--- config.mk ---
export PLATFORM = sky130hd
export DESIGN_NAME = ksc_emit
export DESIGN_NICKNAME = d
export VERILOG_FILES = /design/src/ksc_pkg.sv /design/src/ksc_emit.sv
export SDC_FILE = /design/constraint.sdc
export NUM_CORES = 1
export LEC_CHECK = 0
export ABC_AREA = 1
export BUFFER_PORTS_ARGS = -buffer_cell sky130_fd_sc_hd__clkbuf_2
export CAP_MARGIN = 20
export CORE_AREA = 2 2 266 268
export CTS_CLUSTER_SIZE = 24
export DETAILED_ROUTE_END_ITERATION = 12
export DIE_AREA = 0 0 268 270
export MAX_ROUTING_LAYER = met4
export PLACE_DENSITY_LB_ADDON = 0.25
export SLEW_MARGIN = 25
export SYNTH_ARGS = -nofsm -noshare
export SYNTH_HDL_FRONTEND = slang
export SYNTH_SLANG_ARGS = --single-unit
--- constraint.sdc ---
create_clock -name clk -period 47.3 [get_ports clk]
set_input_delay 9.46 -clock clk [delete_from_list [all_inputs] [get_ports clk]]
set_output_delay 9.46 -clock clk [all_outputs]
set_load 0.02 [all_outputs]
--- src/ksc_pkg.sv ---
// shared types, constants and the record compare for the sort-and-count block
// no dependencies
package ksc_pkg;

  localparam int CAPACITY = 64;
  localparam int CNT_W = $clog2(CAPACITY + 1);

  localparam logic [1:0] ST_ENTRY = 2'd0;
  localparam logic [1:0] ST_EMPTY = 2'd1;
  localparam logic [1:0] ST_DROP  = 2'd2;

  localparam logic [1:0] MODE_PLAIN  = 2'd0;
  localparam logic [1:0] MODE_VALUES = 2'd1;

  localparam logic [2:0] CFG_COUNT_MODE   = 3'd0;
  localparam logic [2:0] CFG_SUFFIX_WIDTH = 3'd1;
  localparam logic [2:0] CFG_VALUE_WIDTH  = 3'd2;
  localparam logic [2:0] CFG_LABEL_WIDTH  = 3'd3;

  typedef struct packed {
    logic [63:0] kh;
    logic [63:0] kl;
    logic [31:0] v;
    logic [63:0] lb;
  } ksc_rec_t;

  typedef struct packed {
    logic ins_en;
    logic pop;
  } ksc_ctl_t;

  typedef struct packed {
    ksc_rec_t head;
    ksc_rec_t second;
    logic     head_occ;
    logic     second_occ;
  } ksc_head_t;

  // field order of the struct gives suffix, then value, then label
  function automatic logic rec_less(input ksc_rec_t a, input ksc_rec_t b);
    rec_less = (a < b);
  endfunction

endpackage

--- src/ksc_emit.sv ---
// run accumulator over popped records and the result register
// depends on ksc_pkg
module ksc_emit (
  input  logic               clk,
  input  logic               rst,
  input  logic               pop,
  input  ksc_pkg::ksc_head_t hd,
  input  logic [1:0]         mode,
  input  logic               inj_valid,
  input  logic [1:0]         inj_status,
  input  logic               out_stall,
  output logic               out_free,
  output logic               out_valid,
  output logic [63:0]        key_high,
  output logic [63:0]        key_low,
  output logic [31:0]        tally,
  output logic [63:0]        label_sum,
  output logic [1:0]         status,
  output logic               last
);

  logic        acc_valid;
  logic [31:0] acc_t;
  logic [63:0] acc_ls;
  logic [31:0] t_next;
  logic [63:0] ls_next;
  logic        boundary;
  logic        multiset;

  assign out_free = !out_valid || !out_stall;
  assign multiset = (mode != ksc_pkg::MODE_PLAIN) && (mode != ksc_pkg::MODE_VALUES);
  assign boundary = !hd.second_occ || (hd.second.kh != hd.head.kh) ||
                    (hd.second.kl != hd.head.kl);

  always_comb begin
    t_next  = acc_valid ? acc_t : 32'd0;
    ls_next = acc_valid ? acc_ls : 64'd0;
    if (mode == ksc_pkg::MODE_PLAIN) begin
      t_next = t_next + 32'd1;
    end else begin
      t_next  = t_next + hd.head.v;
      ls_next = ls_next + hd.head.lb;
    end
  end

  always_ff @(posedge clk) begin
    if (rst) begin
      out_valid <= 1'b0;
      acc_valid <= 1'b0;
    end else if (inj_valid) begin
      out_valid <= 1'b1;
      key_high  <= '0;
      key_low   <= '0;
      tally     <= '0;
      label_sum <= '0;
      status    <= inj_status;
      last      <= 1'b1;
    end else if (pop) begin
      if (multiset) begin
        out_valid <= 1'b1;
        key_high  <= hd.head.kh;
        key_low   <= hd.head.kl;
        tally     <= hd.head.v;
        label_sum <= '0;
        status    <= ksc_pkg::ST_ENTRY;
        last      <= !hd.second_occ;
      end else if (boundary) begin
        out_valid <= 1'b1;
        key_high  <= hd.head.kh;
        key_low   <= hd.head.kl;
        tally     <= t_next;
        label_sum <= ls_next;
        status    <= ksc_pkg::ST_ENTRY;
        last      <= !hd.second_occ;
        acc_valid <= 1'b0;
      end else begin
        out_valid <= 1'b0;
        acc_t     <= t_next;
        acc_ls    <= ls_next;
        acc_valid <= 1'b1;
      end
    end else if (!out_stall) begin
      out_valid <= 1'b0;
    end
  end

endmodule

==> summary.md, run 1 <==
| Metric | Value |
|---|---|
| Congestion Overflow GR | `0` |
| Max-capacitance violation count | `0` |
| Status | `completed` |
| Clk sinks | `325` |
| Syn Area/Cell | `7.04 µm²` |
| Clock tree buffer depth | `3` |
| Pwr dens | `27.7 mW/mm²` |
| Leading cell type in the layout, fill and taps excluded | `nand2_1` |
| Register bit total from synthesis | `325` |
| Pre-CTS WS | `28.05 ns` |
| Syn Inst Count | `3273` |
| Peak Freq | `52.0 MHz` |
| First-pass GRT wire length | `129000 µm` |
| CP Launch Type | `input pin` |
| CP most frequent cell | `clkbuf_2` |
| Hold_buf cts | `0` |
| DRC Markers | `0` |
| Worst path cell trace | `clkbuf_2 > nand2_1 > clkbuf_2` |
| Core ar. | `0.0695 mm²` |
| Final min period | `19.24 ns` |
| Top cell type's share of synthesized area | `42.1%` |
| Critical Path End Type | `output pin` |
| CTS tree | `done` |
| Hold Crit Endpoint | `out_valid` |
| Starting Density | `33.1%` |
| Clock Skew | `0.0193 ns` |
| Final Max Tran Viols | `0` |
| Drt total wl | `89500 µm` |
| Setup TNS | `0 ns` |
| Die X | `268 µm` |
| H-Tree Depth | `2` |
| Die area | `0.0724 mm²` |
| Via count of the first global-routing pass | `20700` |
| Average wire per standard cell | `18.5 µm` |
| Postcts setup bufs | `0` |
| Post-Syn Area | `0.0231 mm²` |
| Chip Height | `270 µm` |
| CP arrival | `9.78 ns` |
| DRT Pass-1 Iters | `6` |
| Cell leakage power | `0.0157 µW` |
| Final nets | `4414` |
| Worst-skew pair later-pin latency | `0.57 ns` |
| FP Rows | `97` |
| I/O pins | `688` |
| Flop2flop setup slack | `43.22 ns` |
| Post-Syn Nets | `3828` |
| Seq/Total Area, Yosys | `42.2%` |
| Critical Path Start | `out_stall` |
| Share of the clock period used by the worst path | `40.7%` |
| Critical Path Fanout Max | `2` |
| Top cells by area, synth | `edfxtp_1 (42%), nand2_1 (17%), inv_1 (12%)` |
| CP peak stage delay | `0.17 ns` |
| Antenna violations before repair | `6` |
| Hold Path Class | `reg2reg` |
| Clock slew at reported path FFs | `0.06 ns` |
| Vias post-DR | `21900` |
| Vias per std cell | `4.54` |
| Largest net degree at the start of global routing | `85` |
| Worst VDD drop | `20.2 µV` |
| IO buf count | `590` |
| Max-Slew Margin vs Limit | `33.2%` |
| Reg2reg path depth | `18` |
| FFs w/ async S/R, synth | `0%` |
| Worst Setup Slack, final | `28.06 ns` |
| Setup violations, final | `0` |
| Synth warn | `0` |
| RR Startpoint | `acc_valid` |
| Reg2Reg Capture Point | `label_sum[46]` |
| CP max-delay cell | `clkbuf_2` |
| Layout cells sized above 1 | `18.7%` |
| Post-synth EDFFs | `323` |
| Post-DRT Antenna Nets | `0` |
| Largest area contributor in the netlist | `edfxtp_1` |
| Cell variety after synth | `44` |
| Most frequent cells in the layout | `nand2_1 (1074), inv_1 (731), clkbuf_2 (589)` |
| Cts repair resizes | `0` |
| Hold Vio Cnt, Final | `0` |
| Total power | `786 µW` |
| Hold Path Depth | `4` |
| Fill count | `7499` |
| Num CTS Buffers | `40` |
| Initial drt markers | `1722` |
| RSZ-0062 raised after global routing | `no` |
| Worst slew pin tran | `1.00 ns` |
| WS Path Type | `in2out` |
| Area growth, synth to finish | `23.2%` |
| Clock Tree Root | `clkbuf_16` |
| Post-synth top flop | `edfxtp_1` |
| Detailed placer's ending HPWL | `73600 µm` |
| Hold_sp | `out_valid` |
| GR Util All Layers | `24.8%` |
| WP data required | `37.84 ns` |
| Placer Congestion | `0.967` |
how the worst max path moves through the flow:
stage / endpoint / slack (ns) / depth (start not counted)
after floorplan: key_high[0] / 20.69 / 13
after global placement: out_free / 28.05 / 3
after detailed placement: out_free / 28.05 / 3
after CTS: out_free / 28.05 / 3
after global routing: out_free / 28.04 / 3
final: out_free / 28.06 / 3
worst max-delay path, delay by kind of cell:
family / cells / cell delay (ns)
buffers and inverters: 2 / 0.25
AND/OR/NAND/NOR: 1 / 0.07
layout make-up:
type	count	area, µm²	area share (%)
timing repair buffer	603	3070	10.8
inverter	740	2780	9.79
clock buffer	47	1050	3.69
clock inverter	25	264	0.930
antenna	5	12.5	0.0441
tap	940	1180	4.14
multi-input combinational	2149	10300	36.3
sequential	325	9740	34.3
sequential cells by signal, indices dropped and copies added (netlist names):
register and cells:
key_low 64, label_sum 64, status 2, out_valid 1
acc_ls 64, acc_valid 1, last 1, acc_t 32
tally 32, key_high 64
metrics by stage:
step                instances  hold slack, ns  utilization [%]  instance area, µm²
finish                   4834           0.565             40.8               28400
global route             4833           0.628             40.8               28400
CTS                      4828           0.583             40.8               28400
detailed placement       4756           0.570             38.9               27100
global placement         4756           0.572             38.9               27100
floorplan                3273           0.607                -               23100
where the power goes:
| group | internal, µW | switching (µW) | total (µW) |
|---|---|---|---|
| logic | 40.4 | 88.4 | 129 |
| clock network | 186 | 129 | 315 |
| registers | 336 | 5.52 | 342 |
routing by layer:
metal	wire length [µm]	global-route usage [%]
met1	39200	31.7
met2	41100	39.8
met3	6900	5.08
met4	2290	6.26
met5	0	-
cells by family after synthesis:
group	share of synthesized area (%)
AND/OR/NAND/NOR	29.7
flip-flops	42.2
adder cells (fa/ha/maj)	5.28
AO/OA/AOI/OAI	6.39
XOR/XNOR	3.31
buffers and inverters	13.1
Yosys cell counts, types with 3 or more instances:
library cell	number
inv_1	733
edfxtp_1	323
nand2_1	1074
o22ai_1	25
o21bai_1	5
ha_1	94
nand3_1	121
nand4_1	10
nand3b_2	3
o21ai_1	17
nor3_2	5
a21oi_1	115
nand3_2	5
o21a_1	3
nand3b_1	6
xnor2_1	40
and2_1	18
or2_2	4
o21ai_0	88
a21o_1	4
xor2_1	47
nor2_2	11
nand2_2	17
o21ai_2	3
nor2_1	388
o2111ai_1	5
buf_1	11
clkbuf_1	36
buf_2	11
nor3_1	27
inv_2	6
Note: power is estimated with default switching activity, not from simulation.
==> run 2: changes to the inputs <==
Settings changed: ABC_AREA 1 to 0, CORE_AREA 2 2 266 268 to 2 2 269 271, DIE_AREA 0 0 268 270 to 0 0 271 273.
Clock period 47.3 ns to 17.25 ns, I/O delays scaled along.
==> run 2 against run 1 <==
- clock power increased to 3.0 times the previous value
- clock skew decreased by 0.0076 ns
- sequential share of layout area increased by 4.5 points
- critical path depth increased by 7
- hold slack improved by 0.088 ns
- power increased to 2.8 times the previous value
- sequential power increased to 2.8 times the previous value
==> summary.md, run 2 <==
| Metric | Value |
|---|---|
| Total power | `2210 µW (+180%)` |
| DRT Pass-1 Iters | `5 (-1)` |
| Peak Freq | `131 MHz` |
| Status | `completed` |
| Vias post-DR | `16700 (-24%)` |
| Synth warn | `0 (unchanged)` |
| Seq pwr share | `42.5% (-1.0 points)` |
| Post-synth top cells | `edfxtp_1 (323), and2_1 (160), a21oi_1 (156)` |
| CP peak stage delay | `0.82 ns (+0.65 ns)` |
| Fill count | `7328 (-2.3%)` |
| Largest net degree at the start of global routing | `85 (unchanged)` |
| Worst VDD drop | `58.1 µV (+190%)` |
| Placer Congestion | `0.944 (-2.4%)` |
| Critical Path Fanout Max | `57 (+55)` |
| Most common cell in the netlist | `edfxtp_1` |
| Clk sinks | `325 (unchanged)` |
| Reg2reg path depth | `14 (-4)` |
| Leading cell type in the layout, fill and taps excluded | `clkbuf_2` |
| Share of the clock period used by the worst path | `44.3%` |
| CTS tree | `done` |
| Register bit total from synthesis | `325 (unchanged)` |
| Pwr dens | `88.1 mW/mm² (+220%)` |
| Sw power | `601 µW (+170%)` |
| Worst slew pin tran | `1.03 ns (+0.0281 ns)` |
| Hold_buf cts | `0 (unchanged)` |
| Hold Path Class | `reg2reg` |
| Post-synth EDFFs | `323 (unchanged)` |
| Final min period | `7.64 ns` |
| Syn Area/Cell | `10.3 µm² (+47%)` |
| Clock Skew | `0.0117 ns (-0.00760 ns)` |
| GR Util All Layers | `20.8% (-4.0 points)` |
| H-Tree Depth | `2 (unchanged)` |
| Antenna violations before repair | `5 (-1)` |
| Chip Height | `273 µm (+1.1%)` |
| Final nets | `3028 (-31%)` |
| Hold Vio Cnt, Final | `0 (unchanged)` |
| DRC Markers | `0 (unchanged)` |
| Power Internal | `1610 µW (+190%)` |
| Syn Inst Count | `1905 (-42%)` |
| Max-Slew Margin vs Limit | `31.4% (-1.9 points)` |
| Initial drt markers | `992 (-42%)` |
| CP Launch Type | `input pin` |
| Hold Crit Endpoint | `acc_ls[52]` |
| Cell Area, Placed | `0.0237 mm² (-12%)` |
| Largest area contributor in the netlist | `edfxtp_1` |
| Congestion Overflow GR | `0 (unchanged)` |
| Starting Density | `27.8% (-5.4 points)` |
| WS Path Type | `in2reg` |
| Worst-skew pair later-pin latency | `0.56 ns (about the same)` |
| Setup violations, final | `0 (unchanged)` |
| Comb power frac | `15.3% (-1.1 points)` |
| Top cells by area, synth | `edfxtp_1 (49%), ha_1 (6.0%), and2_1 (5.1%)` |
| Most frequent cells in the layout | `clkbuf_2 (589), edfxtp_1 (323), and2_1 (160)` |
| Post-DRT Antenna Nets | `0 (unchanged)` |
| Switch share | `27.2% (-1.2 points)` |
| Post-Layout Inst Area | `0.0251 mm² (-12%)` |
| Clock slew at reported path FFs | `0.05 ns (about the same)` |
| FFs w/ async S/R, synth | `0% (unchanged)` |
| Buffer and inverter count on the worst path | `3 (+1)` |
| Final Max Tran Viols | `0 (unchanged)` |
| CP arrival | `7.83 ns (-1.95 ns)` |
| Max-capacitance violation count | `0 (unchanged)` |
| Post-Syn Area | `0.0197 mm² (-14%)` |
| First-pass GRT wire length | `112000 µm (-13%)` |
| Flop2flop setup slack | `12.29 ns (-30.93 ns)` |
| Cts repair resizes | `0 (unchanged)` |
| Die X | `271 µm (+1.1%)` |
| Top cell type's share of synthesized area | `49.2% (+7.1 points)` |
| Postcts setup bufs | `0 (unchanged)` |
| Vias per std cell | `4.85 (+6.8%)` |
| Delay-heaviest family, CP | `simple AND/OR/NAND/NOR gates` |
| IO buf count | `590 (unchanged)` |
| Hold Path Depth | `2 (-2)` |
| RR Startpoint | `acc_valid` |
| I/O pins | `688 (unchanged)` |
| Die area | `0.0740 mm² (+2.2%)` |
| Setup TNS | `0 ns (unchanged)` |
| Seq/Total Area, Yosys | `49.4% (+7.2 points)` |
| Layout cells sized above 1 | `27.9% (+9.1 points)` |
| Clock tree buffer depth | `3 (unchanged)` |
| Cell leakage power | `0.0107 µW (-32%)` |
| Average wire per standard cell | `22.5 µm (+21%)` |
| Area growth, synth to finish | `27.4%` |
| FP Rows | `98 (+1.0%)` |
| Cell variety after synth | `73 (+66%)` |
| Reg2Reg Capture Point | `label_sum[62]` |
| Clock Tree Root | `clkbuf_16` |
| Post-synth top flop | `edfxtp_1` |
| Critical Path End Type | `register` |
| Num CTS Buffers | `43 (+7.5%)` |
| Hold_sp | `acc_ls[52]` |
| Post-Syn Nets | `2460 (-36%)` |
| Clk pwr share | `42.2% (+2.1 points)` |
| CP max-delay cell | `nor4_1` |
| Worst path cell trace | `clkbuf_2 > xor2_1 > nor4_1 > nand4_1 > or3_1 > nor4_1 > nand2_1 > nor2_4 > buf_4 > buf_4` |
| RSZ-0062 raised after global routing | `no` |
| Detailed placer's ending HPWL | `60600 µm (-18%)` |
| Via count of the first global-routing pass | `17000 (-18%)` |
| Core ar. | `0.0710 mm² (+2.1%)` |
| WP data required | `17.43 ns (-20.41 ns)` |
| Drt total wl | `77600 µm (-13%)` |
[run 2: cell count changes after synthesis, sizes merged, moves of 94 or more]
| cell | before | now |
|---|---|---|
| and2 | 18 | 160 |
| nor2 | 401 | 153 |
| inv | 739 | 92 |
| nor2b | 0 | 94 |
| nand2 | 1091 | 152 |
| nand3 | 126 | 18 |
[run 2: worst max path at each step]
stage / start / to / slack (ns) / cells past startpoint
4_1_cts: hd[366] / acc_t[13] / 9.53 / 10
2_1_floorplan: hd[345] / key_high[0] / 3.95 / 8
6_report: hd[366] / acc_t[13] / 9.61 / 10
5_1_grt: hd[366] / acc_t[13] / 9.36 / 10
3_3_place_gp: hd[366] / acc_t[8] / 8.98 / 10
3_5_place_dp: hd[366] / acc_t[7] / 8.93 / 10
[run 2: area by class of cell]
type / instances / area (µm²) / area share [%]
clock inverters: 22 / 312 / 1.24
clock buffers: 49 / 1100 / 4.38
multi-input cells: 1408 / 9350 / 37.3
flip-flops and latches: 325 / 9740 / 38.8
well taps: 950 / 1190 / 4.74
repair buffers: 603 / 3060 / 12.2
diodes: 4 / 10.0 / 0.0399
inverters: 92 / 345 / 1.38
[run 2: cell families (layout without fill, tap and decap cells)]
group,count (synthesis),in the layout,synth area share [%]
AND/OR/NAND/NOR,684,684,17.9
AO/OA/AOI/OAI,436,436,14.5
flip-flops,325,325,49.4
buffers and inverters,172,766,3.33
XOR/XNOR,164,164,7.29
adder cells (fa/ha/maj),96,96,6.17
multiplexers,28,28,1.42
other,0,4,0
[run 2: stage by stage]
| step | util [%] | worst slack (ns) | cells | hold WS [ns] |
|---|---|---|---|---|
| after floorplan | - | 3.95 | 1905 | 0.602 |
| final | 35.4 | 9.61 | 3453 | 0.653 |
| after detailed placement | 33.4 | 8.93 | 3378 | 0.630 |
| after global routing | 35.4 | 9.36 | 3453 | 0.680 |
| after global placement | 33.4 | 8.98 | 3378 | 0.640 |
| after CTS | 35.3 | 9.53 | 3449 | 0.652 |
[run 2: routing by layer]
layer | wire length [µm] | global-route usage, % | part of all wire, %
met1 | 32400 | 24.7 | 42
met2 | 38900 | 36.0 | 50
met3 | 4280 | 3.88 | 5.5
met4 | 2050 | 5.51 | 2.6
met5 | 0 | - | 0
[run 2: power groups by stage]
stage / Sequential (µW) / Clock (µW) / Combinational, µW
after global routing: 945 / 986 / 363
after detailed placement: 958 / 0 / 341
after floorplan: 1020 / 0 / 122
after global placement: 958 / 0 / 340
after CTS: 942 / 960 / 343
final: 941 / 934 / 338
[run 2: worst reg2reg max path, delay by kind of cell (launching register included)]
kind            cells  cell delay (ns)
fa+ha+maj           2             0.58
flops               1             0.85
compound gates      6             1.60
simple gates        4             0.84
xor+xnor            1             0.17
buf+inv             1             0.63
==> run 3: changes to the inputs <==
Clock period 17.25 ns to 6.8 ns, I/O delays scaled along.
==> run 3 against run 2 <==
- setup slack got worse by 7.4 ns
- global-route usage decreased by 0.32 points
- routed wire length decreased by 0.97%
- clock power increased to 2.6 times the previous value
- final cell count increased by 0.26%
- design area increased by 0.57%
- largest power group is now clock
==> summary.md, run 3 (same netlist as run 2, synthesis figures left out) <==
| Metric | Value |
|---|---|
| FP Rows | `98 (unchanged)` |
| DRT Pass-1 Iters | `5 (unchanged)` |
| Die X | `271 µm (unchanged)` |
| IO buf count | `590 (unchanged)` |
| Peak Freq | `220 MHz` |
| Average wire per standard cell | `22.2 µm (-1.2%)` |
| Buffer and inverter count on the worst path | `2 (-1)` |
| Worst slew pin tran | `1.06 ns (+0.0313 ns)` |
| Max-Slew Margin vs Limit | `29.3% (-2.1 points)` |
| Clock tree buffer depth | `3 (unchanged)` |
| CP max-delay cell | `nor4_4` |
| Clock Tree Root | `clkbuf_16` |
| Chip Height | `273 µm (unchanged)` |
| WS Path Type | `in2reg` |
| RSZ-0062 raised after global routing | `no` |
| Worst-skew pair later-pin latency | `0.57 ns (about the same)` |
| Via count of the first global-routing pass | `17000 (+0.065%)` |
| CP most frequent cell | `nor2_4` |
| Area growth, synth to finish | `28.1%` |
| Clock slew at reported path FFs | `0.06 ns (about the same)` |
| DRC Markers | `0 (unchanged)` |
| CP Launch Type | `input pin` |
| Antenna violations before repair | `9 (+4)` |
| Max-capacitance violation count | `0 (unchanged)` |
| Critical Path End Type | `register` |
| Share of the clock period used by the worst path | `66.9%` |
| Worst path cell trace | `buf_6 > nor2_4 > o21ai_0 > a221oi_1 > nand4_1 > or3_1 > nor4_4 > nand2_1 > nor2_4 > buf_4` |
| Cts repair resizes | `0 (unchanged)` |
| Pwr dens | `223 mW/mm² (+150%)` |
| Starting Density | `27.8% (unchanged)` |
| Die area | `0.0740 mm² (unchanged)` |
| Layout cells sized above 1 | `28.5% (+0.57 points)` |
| GR Util All Layers | `20.4% (-0.32 points)` |
| Postcts setup bufs | `0 (unchanged)` |
| Final nets | `3029 (+0.033%)` |
| Critical Path Fanout Max | `91 (+60%)` |
| Congestion Overflow GR | `0 (unchanged)` |
| Hold Vio Cnt, Final | `0 (unchanged)` |
| Most frequent cells in the layout | `clkbuf_2 (589), edfxtp_1 (323), and2_1 (160)` |
| Detailed placer's ending HPWL | `60300 µm (-0.52%)` |
| Hold_buf cts | `0 (unchanged)` |
| Final min period | `4.55 ns` |
| Clk sinks | `325 (unchanged)` |
| Status | `completed` |
| Worst VDD drop | `140 µV (+140%)` |
| Initial drt markers | `1127 (+14%)` |
| Leading cell type in the layout, fill and taps excluded | `clkbuf_2` |
| Vias per std cell | `4.87 (+0.47%)` |
| Post-DRT Antenna Nets | `0 (unchanged)` |
| WP data required | `7.04 ns (-10.39 ns)` |
| Cell leakage power | `0.0107 µW (+0.51%)` |
| I/O pins | `688 (unchanged)` |
| Largest net degree at the start of global routing | `92 (+8.2%)` |
| Clock Skew | `0.0223 ns (+0.0106 ns)` |
| Hold Path Class | `reg2reg` |
| Placer Congestion | `0.956 (+1.2%)` |
| First-pass GRT wire length | `110000 µm (-1.8%)` |
| Drt total wl | `76800 µm (-0.97%)` |
| Setup violations, final | `0 (unchanged)` |
| Core ar. | `0.0710 mm² (unchanged)` |
| Num CTS Buffers | `41 (-4.7%)` |
| H-Tree Depth | `2 (unchanged)` |
| CP peak stage delay | `0.60 ns (-0.22 ns)` |
| Delay-heaviest family, CP | `simple AND/OR/NAND/NOR gates` |
| CTS tree | `done` |
| Fin util | `35.6% (+0.20 points)` |
| Hold Slack | `0.663 ns (+0.00980 ns)` |
| Final Max Tran Viols | `0 (unchanged)` |
| CP arrival | `4.79 ns (-3.04 ns)` |
| Vias post-DR | `16900 (+0.73%)` |
-- run 3: cell types whose count changed in the layout (fill, tap and decap cells not counted), sizes merged --
| cell | before | now |
|---|---|---|
| diode | 4 | 10 |
| buf | 14 | 17 |
| clkinvlp | 2 | 0 |
| bufinv | 8 | 9 |
| clkbuf | 638 | 639 |
| clkinv | 11 | 12 |
| inv | 93 | 92 |
-- run 3: final cells by class --
type	count	area, µm²
antenna	10	25.0
clock buffer	50	1080
clock inverter	21	343
fill	7297	45700
inverter	92	373
multi-input combinational	1408	9390
sequential	325	9740
tap	950	1190
timing repair buffer	606	3100
-- run 3: routing by layer --
layer	vias up	GRT usage [%]	wire length, µm
li1	8037	-	-
met1	8118	24.2	31700
met2	610	34.4	37900
met3	97	4.97	5240
met4	0	5.93	1930
met5	-	-	0
-- run 3: stage by stage --
stage	setup slack [ns]	std cells	instance area, µm²	power (µW)	TNS (ns)
6_report	2.25	3462	25200	5630	0
5_1_grt	1.91	3461	25200	5850	0
4_1_cts	2.20	3452	25200	5720	0
3_5_place_dp	1.65	3381	23800	3290	0
3_3_place_gp	1.68	3381	23800	3290	0
2_1_floorplan	-0.900	1905	19800	2890	-204.21
-- run 3: final timing paths --
check	end	start	slack, ns	cells after the start
max	acc_t[10]	inj_valid	2.25	10
min	acc_ls[61]	acc_ls[61]	0.66	4
max reg2reg	label_sum[49]	acc_valid	2.31	12
min reg2reg	acc_ls[61]	acc_ls[61]	0.66	4
-- run 3: tightest hold or removal path: cells and delay by family, from the launching register on --
| kind | cells | cell delay (ns) |
|---|---|---|
| buffers and inverters | 1 | 0.07 |
| AND/OR/NAND/NOR | 3 | 0.17 |
| flip-flops | 1 | 0.32 |
-- run 3: power breakdown --
group	internal, µW	switching, µW	total, µW
combinational	294	567	862
sequential	2340	38.6	2380
clock	1470	920	2390
